$ cat src/hw/rtl/ttps_ram.sv
// generic simple dual-port ram with registered read
`timescale 1ns / 1ps

module ttps_ram #(
   parameter int WIDTH = 8,
   parameter int DEPTH = 256
) (
   input  logic                     clock,
   input  logic                     wr_en,
   input  logic [$clog2(DEPTH)-1:0] wr_addr,
   input  logic [WIDTH-1:0]         wr_data,
   input  logic                     rd_en,
   input  logic [$clog2(DEPTH)-1:0] rd_addr,
   output logic [WIDTH-1:0]         rd_data
);

   logic [WIDTH-1:0] mem [DEPTH];
   logic [WIDTH-1:0] rd_data_ff;

   always_ff @(posedge clock) begin
      if (wr_en) begin
         mem[wr_addr] <= wr_data;
      end
      if (rd_en) begin
         rd_data_ff <= mem[rd_addr];
      end
   end

   assign rd_data = rd_data_ff;

endmodule

$ cat config.mk
export PLATFORM = sky130hd
export DESIGN_NAME = ttps_ram
export DESIGN_NICKNAME = d
export VERILOG_FILES = /design/src/hw/rtl/ttps_ram.sv
export SDC_FILE = /design/constraint.sdc
export NUM_CORES = 2
export LEC_CHECK = 0
export BUFFER_PORTS_ARGS = -buffer_cell sky130_fd_sc_hd__buf_4
export CAP_MARGIN = 5
export CORE_MARGIN = 2
export CORE_UTILIZATION = 40
export DETAILED_ROUTE_END_ITERATION = 10
export PLACE_DENSITY = 0.65
export SLEW_MARGIN = 10
export SYNTH_ARGS = -nofsm -noshare
export SYNTH_HDL_FRONTEND = slang
export SYNTH_SLANG_ARGS = --single-unit
export TNS_END_PERCENT = 20
$ cat constraint.sdc
create_clock -name clock -period 5.05 [get_ports clock]
set_input_delay 0.2525 -clock clock [delete_from_list [all_inputs] [get_ports clock]]
set_output_delay 0.2525 -clock clock [all_outputs]
set_load 0.02 [all_outputs]
==> results.md <==
* Most common library cell in the layout ignoring fill and taps: edfxtp_1
* Largest family of logic cells by synthesized area: multiplexers
* Sequential share of the synthesized area at 77.5%
* Critical path origin: rd_addr[1]
* Flops & latches, synth at 2056
* Area contributors post-synth: edfxtp_1 (78%), mux4_2 (13%), mux2i_1 (1.7%), nor2_1 (1.3%), a22oi_1 (1.3%)
* Final wirelength at 195000 um
* Crit-path max FO at 68
* Clock transition at path regs at 0.06 ns
* Commonest non-fill, non-tap cells in the layout: edfxtp_1 (2056), mux4_2 (454), nor2_1 (279), clkbuf_16 (201), mux2i_1 (134)
* Worst r2r src: mem[27][5]$_DFFE_PP_
* Tot GR Track Use at 19.1%
* Netlist cell types at 54
* Final Util at 45.3%
* Adder-cell share of the synthesized area at 0%
* Maxcap violations at 0
* Number of flops mapped to enable cells by yosys at 2056
* Avg Synthesized Cell Area at 21.3 um^2
* Global Route met2 Usage at 30.3%
* Tcrit/Tclk final at 62.6%
* DRC viols at 0
* Share of cells above drive strength 1 at 22.1%
* Setup TNS Final at 0 ns
* Vias in the first global route at 39000
* Congestion Overflow GR at 0
* Initial antenna violation count at 3
* DP HPWL at 117000 um
* Async S/R FF share, synth at 0%
* Peak VDD IR at 0.000401 V
* TritonCTS clock tree: built
* Required time of the critical path at 5.65 ns
* First-pass GRT wire length at 282000 um
* Unrepaired setup endpoints after global routing: no
* Met3 usage at 2.99%
* Routability Congestion at 0.826
* Hold WS at 0.00780 ns
* Synth Net Count at 3760
* Simple logic cell fraction of the synthesized area at 2.63%
* Max Clock Freq at 317 MHz
* M1 GR Usage at 27.2%
* Site row count at 163
* CTS resizes at 0
* Layout fillers at 16300
* WL/cell at 29.3 um
* Worst Hold Class: in2reg
* Post-CTS setup buffers at 0
* DRT antenna net count at 0
* DRT Pass-1 Iters at 6
* Area leader, netlist: edfxtp_1
* Worst Max-Slew Pin Slew at 1.46 ns
* Clk_skew at 0.0812 ns
* # clock sinks at 2056
* Vias/cell at 5.83
* Worst slew margin at 2.83%
* Via count at 38800
* Compound-Gate Fraction of Synth Area at 3.42%
* Post-synthesis cell count at 3733
* # nets final at 3870
* Root buffer selected by CTS: clkbuf_16
* Prevailing post-synth register cell: edfxtp_1
* Clk buf depth at 3
* Endpoints failing setup at 0
* Portion of netlist area occupied by mux cells at 14.6%
* Crit path cell chain: buf_8 -> buf_12 -> buf_4 -> mux4_2 -> mux4_2 -> nor2b_1 -> nor4_1 -> buf_4 -> nor4_2
* IO Count at 35
* H-tree depth at 4
* Initial Util at 40.3%
* CTS Buf Count at 201
* Area Growth Syn to Fin at 12.4%
* Largest net degree at the start of global routing at 216
* Final hold vios at 0
* Full die area at 203000 um^2
* Outcome: finished, final reports clean
* CP Class: in2reg
* Final min period at 3.16 ns
* Top cell type's share of synthesized area at 77.5%
* Slowest-stage cell, CP: nor4_1
* Data arrival, critical path at 3.76 ns
* Worst hold start: wr_data[0]
* IO buf count at 34
* Delay of the slowest cell on the worst path at 0.83 ns
* DRT iter0 DRCs at 4992
* Crit. End Element: register
* Die H at 450 um
* Busiest layer in global routing: met2
* Die Wd at 450 um
* Clk_lat worst skew at 0.87 ns
* Leakage at 0.0272 uW
* Core area at 198000 um^2
* Synthesis Warnings at 0
* Xor and xnor fraction of the mapped netlist area at 0%
* Mapped Area at 79600 um^2
* Critical path launch point type: input pin
* Pins Over Slew Limit at 0
* Power per cell area at 395 nW/um^2
worst max-delay path: cells and delay by family:
kind          cells  cell delay (ns)
simple gates      3             1.01
mux               2             0.86
buf+inv           4             1.52
registers in the layout, summed over array words and instances (netlist names):
name / flops
rd_data: 8
mem: 2048
power breakdown:
group	switching, uW	leakage (uW)	internal (uW)
clock network	6500	0.00317	8340
logic	1100	0.00558	574
registers	29.0	0.0185	18800
what timing repair did:
item                       in CTS  in global routing
hold endpoints to repair      249                  0
hold buffers                    7                  0
setup endpoints to repair       0                  0
synthesized netlist by cell type (all sizes together), types with 4 or more instances:
master	instances
buf	122
o221ai	47
nand4	10
mux4	456
a22o	8
mux2i	134
nor2b	31
nor2	282
o211ai	10
and2	6
nor4	27
o32ai	5
clkbuf	111
a21oi	96
nand2	33
o22a	5
or2	4
a22oi	133
a2111oi	5
nand3	34
nand2b	8
nor3	22
o22ai	28
o21ai	12
a221oi	14
a211oi	16
edfxtp	2056
cell families (layout without fill, tap and decap cells):
kind of cell | count (synthesis) | after routing
AOI/OAI and AO/OA | 385 | 385
other | 0 | 8
DFF | 2056 | 2056
and+or+nand+nor | 466 | 466
muxes | 591 | 591
buffers and inverters | 235 | 509
routing by layer:
| metal | vias to the layer above | wire (um) |
|---|---|---|
| met3 | 307 | 15200 |
| li1 | 15900 | - |
| met2 | 1856 | 94100 |
| met4 | 0 | 5670 |
| met5 | - | 0 |
| met1 | 20700 | 79800 |
final timing paths:
check,to,slack (ns),depth (start not counted)
max,rd_data[0]$_DFFE_PP_,1.89,9
min,mem[156][0]$_DFFE_PP_,0.008,1
max reg2reg,rd_data[5]$_DFFE_PP_,2.14,6
min reg2reg,rd_data[5]$_DFFE_PP_,1.12,6
through the flow:
step	instance area, um^2	std cells	worst slack (ns)	total power, uW
after floorplan	79600	3733	2.72	20100
after global placement	82900	6273	0.917	20900
final	89500	6655	1.89	35400
after global routing	89500	6649	1.83	36300
after detailed placement	82900	6273	1.05	20900
after CTS	89500	6647	1.99	35600
final cells by class:
type                    count  area [um^2]  share of cell area, %
flip-flops and latches   2056        61700                   69.0
well taps                2640         3300                   3.69
diodes                      8         20.0                 0.0224
inverters                   2         7.51                0.00839
clock buffers             242         5180                   5.79
clock inverters           125         1370                   1.53
multi-input cells        1442        16500                   18.4
repair buffers            140         1390                   1.56
No activity file was read; power rests on OpenSTA's default activity.
