--- config.mk ---
export PLATFORM = sky130hd
export DESIGN_NAME = ttps_decide
export DESIGN_NICKNAME = d
export VERILOG_FILES = /design/src/hw/rtl/ttps_pkg.sv /design/src/hw/rtl/ttps_decide.sv
export SDC_FILE = /design/constraint.sdc
export NUM_CORES = 1
export LEC_CHECK = 0
export ABC_CLOCK_PERIOD_IN_PS = 6100
export BUFFER_PORTS_ARGS = -buffer_cell sky130_fd_sc_hd__buf_4
export CAP_MARGIN = 20
export CORE_AREA = 2 2 84 86
export DETAILED_ROUTE_END_ITERATION = 8
export DIE_AREA = 0 0 86 88
export PLACE_DENSITY_LB_ADDON = 0.15
export SLEW_MARGIN = 30
export SYNTH_ARGS = -nofsm -noshare
export SYNTH_HDL_FRONTEND = slang
export SYNTH_SLANG_ARGS = --single-unit
export TNS_END_PERCENT = 100
--- constraint.sdc ---
create_clock -name vclk -period 6.1
set_input_delay 1.22 -clock vclk [all_inputs]
set_output_delay 1.22 -clock vclk [all_outputs]
set_load 0.01 [all_outputs]
--- src/hw/rtl/ttps_pkg.sv ---
// shared types, field codes and defaults for the transposition table probe store
`timescale 1ns / 1ps

package ttps_pkg;

   // default geometry
   localparam int INDEX_BITS_DEF = 16;
   localparam int LOCK_BITS_DEF  = 23;

   // tag layout below the lock: {depth, kind, age}
   localparam int DEPTH_BITS     = 7;
   localparam int KIND_BITS      = 2;
   localparam int AGE_BITS       = 8;
   localparam int TAG_EXTRA_BITS = DEPTH_BITS + KIND_BITS + AGE_BITS;

   localparam int FILL_BITS  = 17;
   localparam int CLASH_BITS = 32;
   localparam logic [FILL_BITS-1:0] FILL_MAX = '1;

   localparam logic signed [15:0] MATE_SHORTCUT = 16'sd9900;

   // request modes
   localparam logic [1:0] MODE_STORE        = 2'd0;
   localparam logic [1:0] MODE_PROBE_BOUNDS = 2'd1;

   // bound kinds
   localparam logic [KIND_BITS-1:0] KIND_UPPER = 2'd0;
   localparam logic [KIND_BITS-1:0] KIND_LOWER = 2'd1;
   localparam logic [KIND_BITS-1:0] KIND_EXACT = 2'd2;

   // probe status codes
   localparam logic [2:0] STATUS_STORE     = 3'd0;
   localparam logic [2:0] STATUS_MISS      = 3'd1;
   localparam logic [2:0] STATUS_HIT       = 3'd2;
   localparam logic [2:0] STATUS_ALPHA_CUT = 3'd3;
   localparam logic [2:0] STATUS_BETA_CUT  = 3'd4;
   localparam logic [2:0] STATUS_EXACT     = 3'd5;

   // store outcome codes
   localparam logic [2:0] OUTCOME_PROBE          = 3'd0;
   localparam logic [2:0] OUTCOME_FILLED         = 3'd1;
   localparam logic [2:0] OUTCOME_REFRESHED      = 3'd2;
   localparam logic [2:0] OUTCOME_KEPT_DEEPER    = 3'd3;
   localparam logic [2:0] OUTCOME_CLASH_REPLACED = 3'd4;
   localparam logic [2:0] OUTCOME_CLASH_KEPT     = 3'd5;

   typedef struct packed {
      logic [1:0]            mode;
      logic                  side;
      logic [15:0]           slot_key;
      logic [22:0]           check_lock;
      logic [DEPTH_BITS-1:0] search_depth;
      logic signed [15:0]    entry_score;
      logic [KIND_BITS-1:0]  bound_kind;
      logic [5:0]            src_square;
      logic [5:0]            dst_square;
      logic [7:0]            move_flags;
      logic signed [15:0]    alpha_bound;
      logic signed [15:0]    beta_bound;
   } req_word_type;

   typedef struct packed {
      logic [2:0]            probe_status;
      logic [2:0]            store_outcome;
      logic [5:0]            held_src;
      logic [5:0]            held_dst;
      logic [7:0]            held_flags;
      logic signed [15:0]    held_score;
      logic [FILL_BITS-1:0]  occupied_count;
      logic [CLASH_BITS-1:0] collision_count;
   } rsp_word_type;

   typedef struct packed {
      logic signed [15:0] score;
      logic [5:0]         src;
      logic [5:0]         dst;
      logic [7:0]         flags;
   } body_type;

   localparam int BODY_BITS = $bits(body_type);

   // what the decision logic asks the sequencer to do
   typedef struct packed {
      logic       wr_en;
      logic [2:0] probe_status;
      logic [2:0] store_outcome;
      logic       load_move;
      logic       load_score;
      logic       count_fill;
      logic       count_clash;
   } decision_type;

endpackage

--- src/hw/rtl/ttps_decide.sv ---
// store replacement and probe cutoff decision for one fetched slot
`timescale 1ns / 1ps

module ttps_decide import ttps_pkg::*; #(
   parameter int LOCK_BITS = LOCK_BITS_DEF
) (
   input  req_word_type                       req,
   input  logic [LOCK_BITS+TAG_EXTRA_BITS-1:0] tag,
   input  body_type                           body,
   input  logic [AGE_BITS-1:0]                current_age,
   output decision_type                       dec
);

   localparam int TAG_BITS = LOCK_BITS + TAG_EXTRA_BITS;

   logic [LOCK_BITS-1:0]  t_lock;
   logic [DEPTH_BITS-1:0] t_depth;
   logic [KIND_BITS-1:0]  t_kind;
   logic [AGE_BITS-1:0]   t_age;
   logic [LOCK_BITS-1:0]  req_lock;
   logic                  lock_hit;
   logic                  one_deeper;

   assign t_lock   = tag[TAG_BITS-1 -: LOCK_BITS];
   assign t_depth  = tag[TAG_EXTRA_BITS-1 -: DEPTH_BITS];
   assign t_kind   = tag[AGE_BITS+KIND_BITS-1 -: KIND_BITS];
   assign t_age    = tag[AGE_BITS-1:0];
   assign req_lock = LOCK_BITS'(req.check_lock);
   assign lock_hit = (t_lock == req_lock);
   // requested depth exactly one more than stored
   assign one_deeper = ({1'b0, req.search_depth} == ({1'b0, t_depth} + 8'd1));

   always_comb begin
      dec = '0;
      if (req.mode == MODE_STORE) begin
         if (t_lock == '0) begin
            dec.wr_en         = 1'b1;
            dec.count_fill    = 1'b1;
            dec.store_outcome = OUTCOME_FILLED;
         end else if (lock_hit) begin
            if (req.search_depth < t_depth) begin
               dec.store_outcome = OUTCOME_KEPT_DEEPER;
            end else begin
               dec.wr_en         = 1'b1;
               dec.store_outcome = OUTCOME_REFRESHED;
            end
         end else begin
            dec.count_clash = 1'b1;
            if (t_kind == KIND_EXACT && req.bound_kind != KIND_EXACT
                && t_age == current_age) begin
               dec.store_outcome = OUTCOME_CLASH_KEPT;
            end else begin
               dec.wr_en         = 1'b1;
               dec.store_outcome = OUTCOME_CLASH_REPLACED;
            end
         end
      end else if (!lock_hit) begin
         dec.probe_status = STATUS_MISS;
      end else begin
         dec.load_move = 1'b1;
         if (req.mode != MODE_PROBE_BOUNDS) begin
            // move-only probe
            dec.load_score   = 1'b1;
            dec.probe_status = STATUS_HIT;
         end else if (req.search_depth > t_depth) begin
            dec.probe_status = STATUS_HIT;
            if (one_deeper) begin
               if (t_kind == KIND_LOWER && body.score >= req.beta_bound) begin
                  dec.probe_status = STATUS_BETA_CUT;
               end else if (t_kind == KIND_UPPER && body.score <= req.alpha_bound) begin
                  dec.probe_status = STATUS_ALPHA_CUT;
               end
            end
         end else begin
            unique case (t_kind)
               KIND_LOWER: begin
                  dec.probe_status = (body.score >= req.beta_bound
                                      || body.score >= MATE_SHORTCUT)
                                     ? STATUS_BETA_CUT : STATUS_HIT;
               end
               KIND_UPPER: begin
                  dec.probe_status = (body.score <= req.alpha_bound)
                                     ? STATUS_ALPHA_CUT : STATUS_HIT;
               end
               KIND_EXACT: begin
                  dec.load_score   = 1'b1;
                  dec.probe_status = STATUS_EXACT;
               end
               default: begin
                  dec.probe_status = STATUS_HIT;
               end
            endcase
         end
      end
   end

endmodule

==> impl_metrics.ini, run 1 <==
[status]
outcome = finished, final reports clean

[pwr]
switchingPower_uw = 76.5
leakagePower_uw = 0.00156
peakVddDrop_v = 0.0000256
swShare = 0.425
pwr-share-comb = 1.000
clockPowerShare = 0
fin_total_pwr_uw = 180
p_int_uw = 104
seqPwrFrac = 0
power_density_nw_per_um2 = 60.8

[placement]
port_buffers = 141
dp_hpwl_um = 5590
gp_congestion = 0.778

[job]
maxCapViolations = 0

[worst_setup_path]
cp_max_fo = 4
required_ns = 4.88
crit_buf_inv = 2
cpLargestDelayFamily = simple AND/OR/NAND/NOR gates
cp-start-kind = input port
cp-end-kind = output port
cpMaxStageDelayCell = or3_1
crit_type = in -> out
cpPeakStageDelay_ns = 0.34
crit_top_cell = buf_4
cp.arrival_ns = 3.40
crit_chain = buf_4, ha_1, nand4_1, nor2_1, or3_1, a211o_1, mux2i_1, o31a_1, nor4b_2, buf_4

[layout]
ff_latch_area_sq_um = 0
numSequentialCells = 0
final_nets = 638
antennaDiodeCount = 0
layout-drive-gt1-share = 0.366
syn2layout_area_growth_pct = 63.2
fillers = 721
clkbuf_count = 0

[route]
drc = 0
vias_per_cell = 4.82
drtPass1Iterations = 4
vias = 2281
wire_per_inst_um = 12.9
antenna_left = 0
totalWireLength_um = 6080
drt_iter0_markers = 44

[die]
start_util = 0.273
die_w_um = 86
placementRows = 30
die-area_sq_um = 7570
die_h_um = 88
coreArea_sq_um = 6640
num_io_pins = 214

[cts]
post_cts_resized = 0
hold_buffers = 0
cts_setup_buffers = 0

[synth]
avgSynthCellArea_sq_um = 7.15
synth_common_cells = 42 x inv_1, 40 x ha_1, 22 x xnor2_1
yosysTopAreaCell = ha_1
synth.net_count = 497
synth_area_leaders = ha_1 28%, xnor2_1 11%, inv_1 8.7%
syn_inst = 254
yosysMostFrequentCell = inv_1
netlist_area_sq_um = 1820
synth_top_area_frac = 0.276
synth_cell_type_count = 40
synth_warnings = 0
yosysSeqAreaShare = 0

[sta]
slew_viol_final = 0
final_hold_viol_count = 0
fin_crit_sh = 0.758
tns_ns = 0
period_minus_slack_ns = 4.62
grt_setup_unrepaired = no
tightest_slew_ns = 0.404
setup_viol = 0
slew_headroom = 0.729
max_freq_ghz = 0.216

[grt]
grt_pass1_wl_um = 9760
grt_pass1_vias = 2317
grt_max_degree = 10
grt_overflow = 0
antenna_found_initial = 0
grt.total_usage = 0.153

[worst_hold_path]
min_path_type = in -> out
[layout by cell type, fill, tap and decap left out, drive strengths merged, types with 2 or more instances in the layout]
| cell type | Yosys | routed |
|---|---|---|
| buf | 1 | 141 |
| inv | 42 | 42 |
| ha | 40 | 40 |
| xnor2 | 22 | 22 |
| xor2 | 17 | 17 |
| a21oi | 17 | 17 |
| nor4 | 14 | 14 |
| nand2 | 11 | 11 |
| nor2 | 11 | 11 |
| nand4 | 10 | 10 |
| nand3 | 9 | 9 |
| nor3 | 7 | 7 |
| nor2b | 7 | 7 |
| o21ai | 7 | 7 |
| and4 | 5 | 5 |
| o21a | 3 | 3 |
| a21o | 3 | 3 |
| o2111ai | 2 | 2 |
| mux2i | 2 | 2 |
| or3 | 2 | 2 |
| o21bai | 2 | 2 |
| a211oi | 2 | 2 |
[area by class of cell]
type	instances	area (sq um)	area share
inverters	42	158	0.0532
multi-input cells	210	1650	0.556
repair buffers	141	1060	0.357
well taps	80	100	0.0338
[cell families after synthesis]
group,share of synthesized area
and+or+nand+nor,0.250
AOI/OAI and AO/OA,0.182
buffers and inverters,0.0930
adders and majority gates,0.276
xor gates and xnor gates,0.188
muxes,0.0110
[power by group through the flow]
| stage | registers, uW | clock network (uW) | logic, uW |
|---|---|---|---|
| after floorplan | 0 | 0 | 83.9 |
| after global placement | 0 | 0 | 179 |
| after detailed placement | 0 | 0 | 181 |
| after CTS | 0 | 0 | 182 |
| after global routing | 0 | 0 | 204 |
| final | 0 | 0 | 180 |
[metal layers]
layer,GRT usage,vias up,wire length (um)
li1,-,1198,-
met1,0.206,1004,2800
met2,0.278,75,2880
met3,0.0104,4,361
met4,0.00866,0,38
met5,0,-,0
[through the flow]
| step | instances | hold WS [ns] | utilization | instance area, sq um | worst slack, ns |
|---|---|---|---|---|---|
| CTS | 473 | 2.76 | 0.446 | 2960 | 1.46 |
| global route | 473 | 2.77 | 0.446 | 2960 | 1.29 |
| floorplan | 254 | 2.49 | - | 1820 | 1.76 |
| finish | 473 | 2.75 | 0.446 | 2960 | 1.48 |
| detailed placement | 473 | 2.76 | 0.446 | 2960 | 1.46 |
| global placement | 473 | 2.75 | 0.446 | 2960 | 1.48 |
[worst paths after layout]
kind	startpoint	to	cells after the start
hold / removal	req[117]	dec[4]	3
setup / recovery	body[35]	dec[9]	10
Note: power is estimated with default switching activity, not from simulation.
==> run 2, diff against run 1 <==
--- a/config.mk
+++ b/config.mk
@@ -5,12 +5,12 @@
 export SDC_FILE = /design/constraint.sdc
 export NUM_CORES = 1
 export LEC_CHECK = 0
-export ABC_CLOCK_PERIOD_IN_PS = 6100
+export ABC_CLOCK_PERIOD_IN_PS = 4650
 export BUFFER_PORTS_ARGS = -buffer_cell sky130_fd_sc_hd__buf_4
 export CAP_MARGIN = 20
-export CORE_AREA = 2 2 84 86
+export CORE_AREA = 2 2 82 84
 export DETAILED_ROUTE_END_ITERATION = 8
-export DIE_AREA = 0 0 86 88
+export DIE_AREA = 0 0 84 86
 export PLACE_DENSITY_LB_ADDON = 0.15
 export SLEW_MARGIN = 30
 export SYNTH_ARGS = -nofsm -noshare
==> constraint.sdc (replaced) <==
create_clock -name vclk -period 4.65
set_input_delay 0.93 -clock vclk [all_inputs]
set_output_delay 0.93 -clock vclk [all_outputs]
set_load 0.01 [all_outputs]
==> impl_metrics.ini, run 2 (synthesis results as in run 1) <==
[status]
outcome = finished, final reports clean

[pwr]
switchingPower_uw = 99.7
clockPowerShare = 0
peakVddDrop_v = 0.0000429
pwr-share-comb = 1.000
p_int_uw = 136
power_density_nw_per_um2 = 79.6
leakagePower_uw = 0.00156
fin_total_pwr_uw = 236
swShare = 0.423
seqPwrFrac = 0

[layout]
antennaDiodeCount = 0
ff_latch_area_sq_um = 0
final_common_cell = buf_4
most-common-layout-cells = 141 x buf_4, 42 x inv_1, 40 x ha_1
final_nets = 638
numSequentialCells = 0
clkbuf_count = 0
fillers = 647
syn2layout_area_growth_pct = 63.0
layout-drive-gt1-share = 0.366

[worst_setup_path]
cpPeakStageDelay_ns = 0.34
cpMaxStageDelayCell = or3_1
cp-start-kind = input port
cp.arrival_ns = 3.07
crit_chain = buf_4, ha_1, nand4_1, nor2_1, or3_1, a211o_1, mux2i_1, o31a_1, nor4b_2, buf_4
crit_buf_inv = 2
required_ns = 3.72
cpLargestDelayFamily = simple AND/OR/NAND/NOR gates
crit_top_cell = buf_4
crit_type = in -> out
path_depth = 10
cp-end-kind = output port
cp_max_fo = 4

[die]
die-area_sq_um = 7220
die_h_um = 86
placementRows = 29
die_w_um = 84
coreArea_sq_um = 6280
start_util = 0.289
num_io_pins = 214

[placement]
dp_hpwl_um = 5450
port_buffers = 141
dp_worst_setup_slack_ns = 0.634
gp_congestion = 0.786

[sta]
final_hold_viol_count = 0
fin_ws_ns = 0.654
slew_viol_final = 0
grt_setup_unrepaired = no
max_freq_ghz = 0.250
tns_ns = 0
setup_viol = 0
slew_headroom = 0.743
fin_crit_sh = 0.859
tightest_slew_ns = 0.382
period_minus_slack_ns = 4.00

[worst_hold_path]
hold_path_depth = 3
min_path_type = in -> out

[grt]
grt_pass1_vias = 2328
grt.total_usage = 0.160
grt_pass1_wl_um = 9940
gr-usage-met2 = 0.297
antenna_found_initial = 0
grt_max_degree = 10
busiest_layer = met2
grt_use_met1 = 0.210
met3_usage = 0.0192
grt_overflow = 0

[cts]
cts_setup_buffers = 0
hold_buffers = 0
post_cts_resized = 0

[route]
drtPass1Iterations = 4
vias_per_cell = 4.81
wire_per_inst_um = 12.5
totalWireLength_um = 5860
antenna_left = 0
drc = 0
drt_iter0_markers = 56
vias = 2260

[job]
maxCapViolations = 0
-- run 2: cell counts in the layout (fill, tap and decap cells not counted) --
No cell type changed its count.
-- run 2: final timing paths --
check,slack (ns),endpoint,from
hold / removal,2.16,dec[1],req[117]
setup / recovery,0.65,dec[9],body[35]
-- run 2: tightest hold or removal path, delay by kind of cell --
family,cells,cell delay [ns]
buf+inv,2,0.25
simple gates,1,0.05
-- run 2: power by group through the flow --
| stage | sequential (uW) | combinational (uW) | clock, uW |
|---|---|---|---|
| global route | 0 | 269 | 0 |
| CTS | 0 | 238 | 0 |
| global placement | 0 | 235 | 0 |
| floorplan | 0 | 110 | 0 |
| detailed placement | 0 | 237 | 0 |
| finish | 0 | 236 | 0 |
-- run 2: area by class of cell --
type | count | area (sq um) | share of cell area
Inverter | 42 | 158 | 0.0533
Multi-Input combinational cell | 210 | 1650 | 0.556
Tap cell | 77 | 96.3 | 0.0326
Timing Repair Buffer | 141 | 1060 | 0.358
-- run 2: through the flow --
step | instance area, sq um | instances | utilization | hold WS [ns]
after floorplan | 1820 | 254 | - | 1.91
after global placement | 2960 | 470 | 0.471 | 2.17
after detailed placement | 2960 | 470 | 0.471 | 2.17
after CTS | 2960 | 470 | 0.471 | 2.17
after global routing | 2960 | 470 | 0.471 | 2.19
final | 2960 | 470 | 0.471 | 2.16
-- run 2: per-layer routing --
layer | vias up | routed length [um] | share of wire
met5 | - | 0 | 0
met4 | 0 | 17 | 0.0029
met3 | 2 | 399 | 0.068
met2 | 88 | 2840 | 0.49
met1 | 978 | 2600 | 0.44
li1 | 1192 | - | -
==> run 3, diff against run 2 <==
--- a/config.mk
+++ b/config.mk
@@ -6,7 +6,7 @@
 export NUM_CORES = 1
 export LEC_CHECK = 0
 export ABC_CLOCK_PERIOD_IN_PS = 4650
-export BUFFER_PORTS_ARGS = -buffer_cell sky130_fd_sc_hd__buf_4
+export BUFFER_PORTS_ARGS = -buffer_cell sky130_fd_sc_hd__clkbuf_2
 export CAP_MARGIN = 20
 export CORE_AREA = 2 2 82 84
 export DETAILED_ROUTE_END_ITERATION = 8
==> impl_metrics.ini, run 3 (synthesis results as in run 1) <==
[route]
totalWireLength_um = 5730
wire_per_inst_um = 12.2
drt_iter0_markers = 52
vias_per_cell = 4.69
drc = 0
vias = 2206
drtPass1Iterations = 4
antenna_left = 0

[grt]
antenna_found_initial = 0
grt_max_degree = 10
grt_pass1_vias = 2215
grt.total_usage = 0.152
grt_overflow = 0
grt_pass1_wl_um = 9470

[die]
num_io_pins = 214
coreArea_sq_um = 6280
placementRows = 29
die_w_um = 84
start_util = 0.289
die-area_sq_um = 7220
die_h_um = 86

[layout]
fillers = 689
fin_area_sq_um = 2610
finish.utilization = 0.415
most-common-layout-cells = 141 x clkbuf_2, 42 x inv_1, 40 x ha_1
ff_latch_area_sq_um = 0
final_nets = 638
syn2layout_area_growth_pct = 43.6
layout-drive-gt1-share = 0.366
multi_input_area_sq_um = 1650
antennaDiodeCount = 0
numSequentialCells = 0
final_common_cell = clkbuf_2
clkbuf_count = 0

[worst_setup_path]
cp-start-kind = input port
crit_type = in -> out
cp-end-kind = output port
cp.arrival_ns = 3.11
cp_max_fo = 4
required_ns = 3.72

[sta]
grt_setup_unrepaired = no
slew_headroom = 0.737
slew_viol_final = 0
fin_hold_ws_ns = 2.19
tightest_slew_ns = 0.390
period_minus_slack_ns = 4.04
setup_viol = 0
fin_crit_sh = 0.868
fin_ws_ns = 0.614
max_freq_ghz = 0.248
final_hold_viol_count = 0
tns_ns = 0

[job]
maxCapViolations = 0

[status]
outcome = finished, final reports clean

[pwr]
leakagePower_uw = 0.00147
power_density_nw_per_um2 = 78.7
peakVddDrop_v = 0.0000366

[placement]
dp_hpwl_um = 5390
port_buffers = 141
dp_worst_setup_slack_ns = 0.600
gp_congestion = 0.813
place_area_sq_um = 2610

[worst_hold_path]
min_path_type = in -> out

[cts]
hold_buffers = 0
post_cts_resized = 0
cts_setup_buffers = 0
-- run 3: cell types whose count changed in the layout (fill, tap and decap cells not counted) --
cell	change
buf_4	-141
clkbuf_2	+141
-- run 3: report_power, final --
group / switching [uW] / internal, uW / total [uW] / leakage (uW)
Sequential: 0 / 0 / 0 / 0
Clock: 0 / 0 / 0 / 0
Combinational: 101 / 104 / 205 / 0.00147
-- run 3: final cells by class --
| type | instances | area share |
|---|---|---|
| inverters | 42 | 0.0605 |
| multi-input cells | 210 | 0.632 |
| well taps | 77 | 0.0370 |
| repair buffers | 141 | 0.271 |
-- run 3: path summary, 6_finish.rpt --
path | slack, ns | cells after the start | start | end
worst min-delay path | 2.19 | 3 | req[117] | dec[4]
worst max-delay path | 0.61 | 11 | req[15] | dec[9]
-- run 3: metrics by stage --
stage | total power (uW) | std cells
after CTS | 208 | 470
after floorplan | 110 | 254
final | 205 | 470
after global routing | 234 | 470
after global placement | 203 | 470
after detailed placement | 206 | 470
-- run 3: per-layer routing --
layer | vias up | GRT usage | share of wire
met5 | - | 0 | 0
met4 | 0 | 0.00293 | 0
met3 | 0 | 0.00770 | 0.061
met2 | 83 | 0.279 | 0.47
met1 | 928 | 0.209 | 0.47
li1 | 1195 | - | -
-- run 3: worst max-delay path: stages --
cell,delay (ns)
clkbuf_2,0.08
inv_1,0.04
ha_1,0.31
nand4_1,0.17
nor2_1,0.06
or3_1,0.34
a211o_1,0.28
mux2i_1,0.15
o31a_1,0.32
nor4b_2,0.24
clkbuf_2,0.18
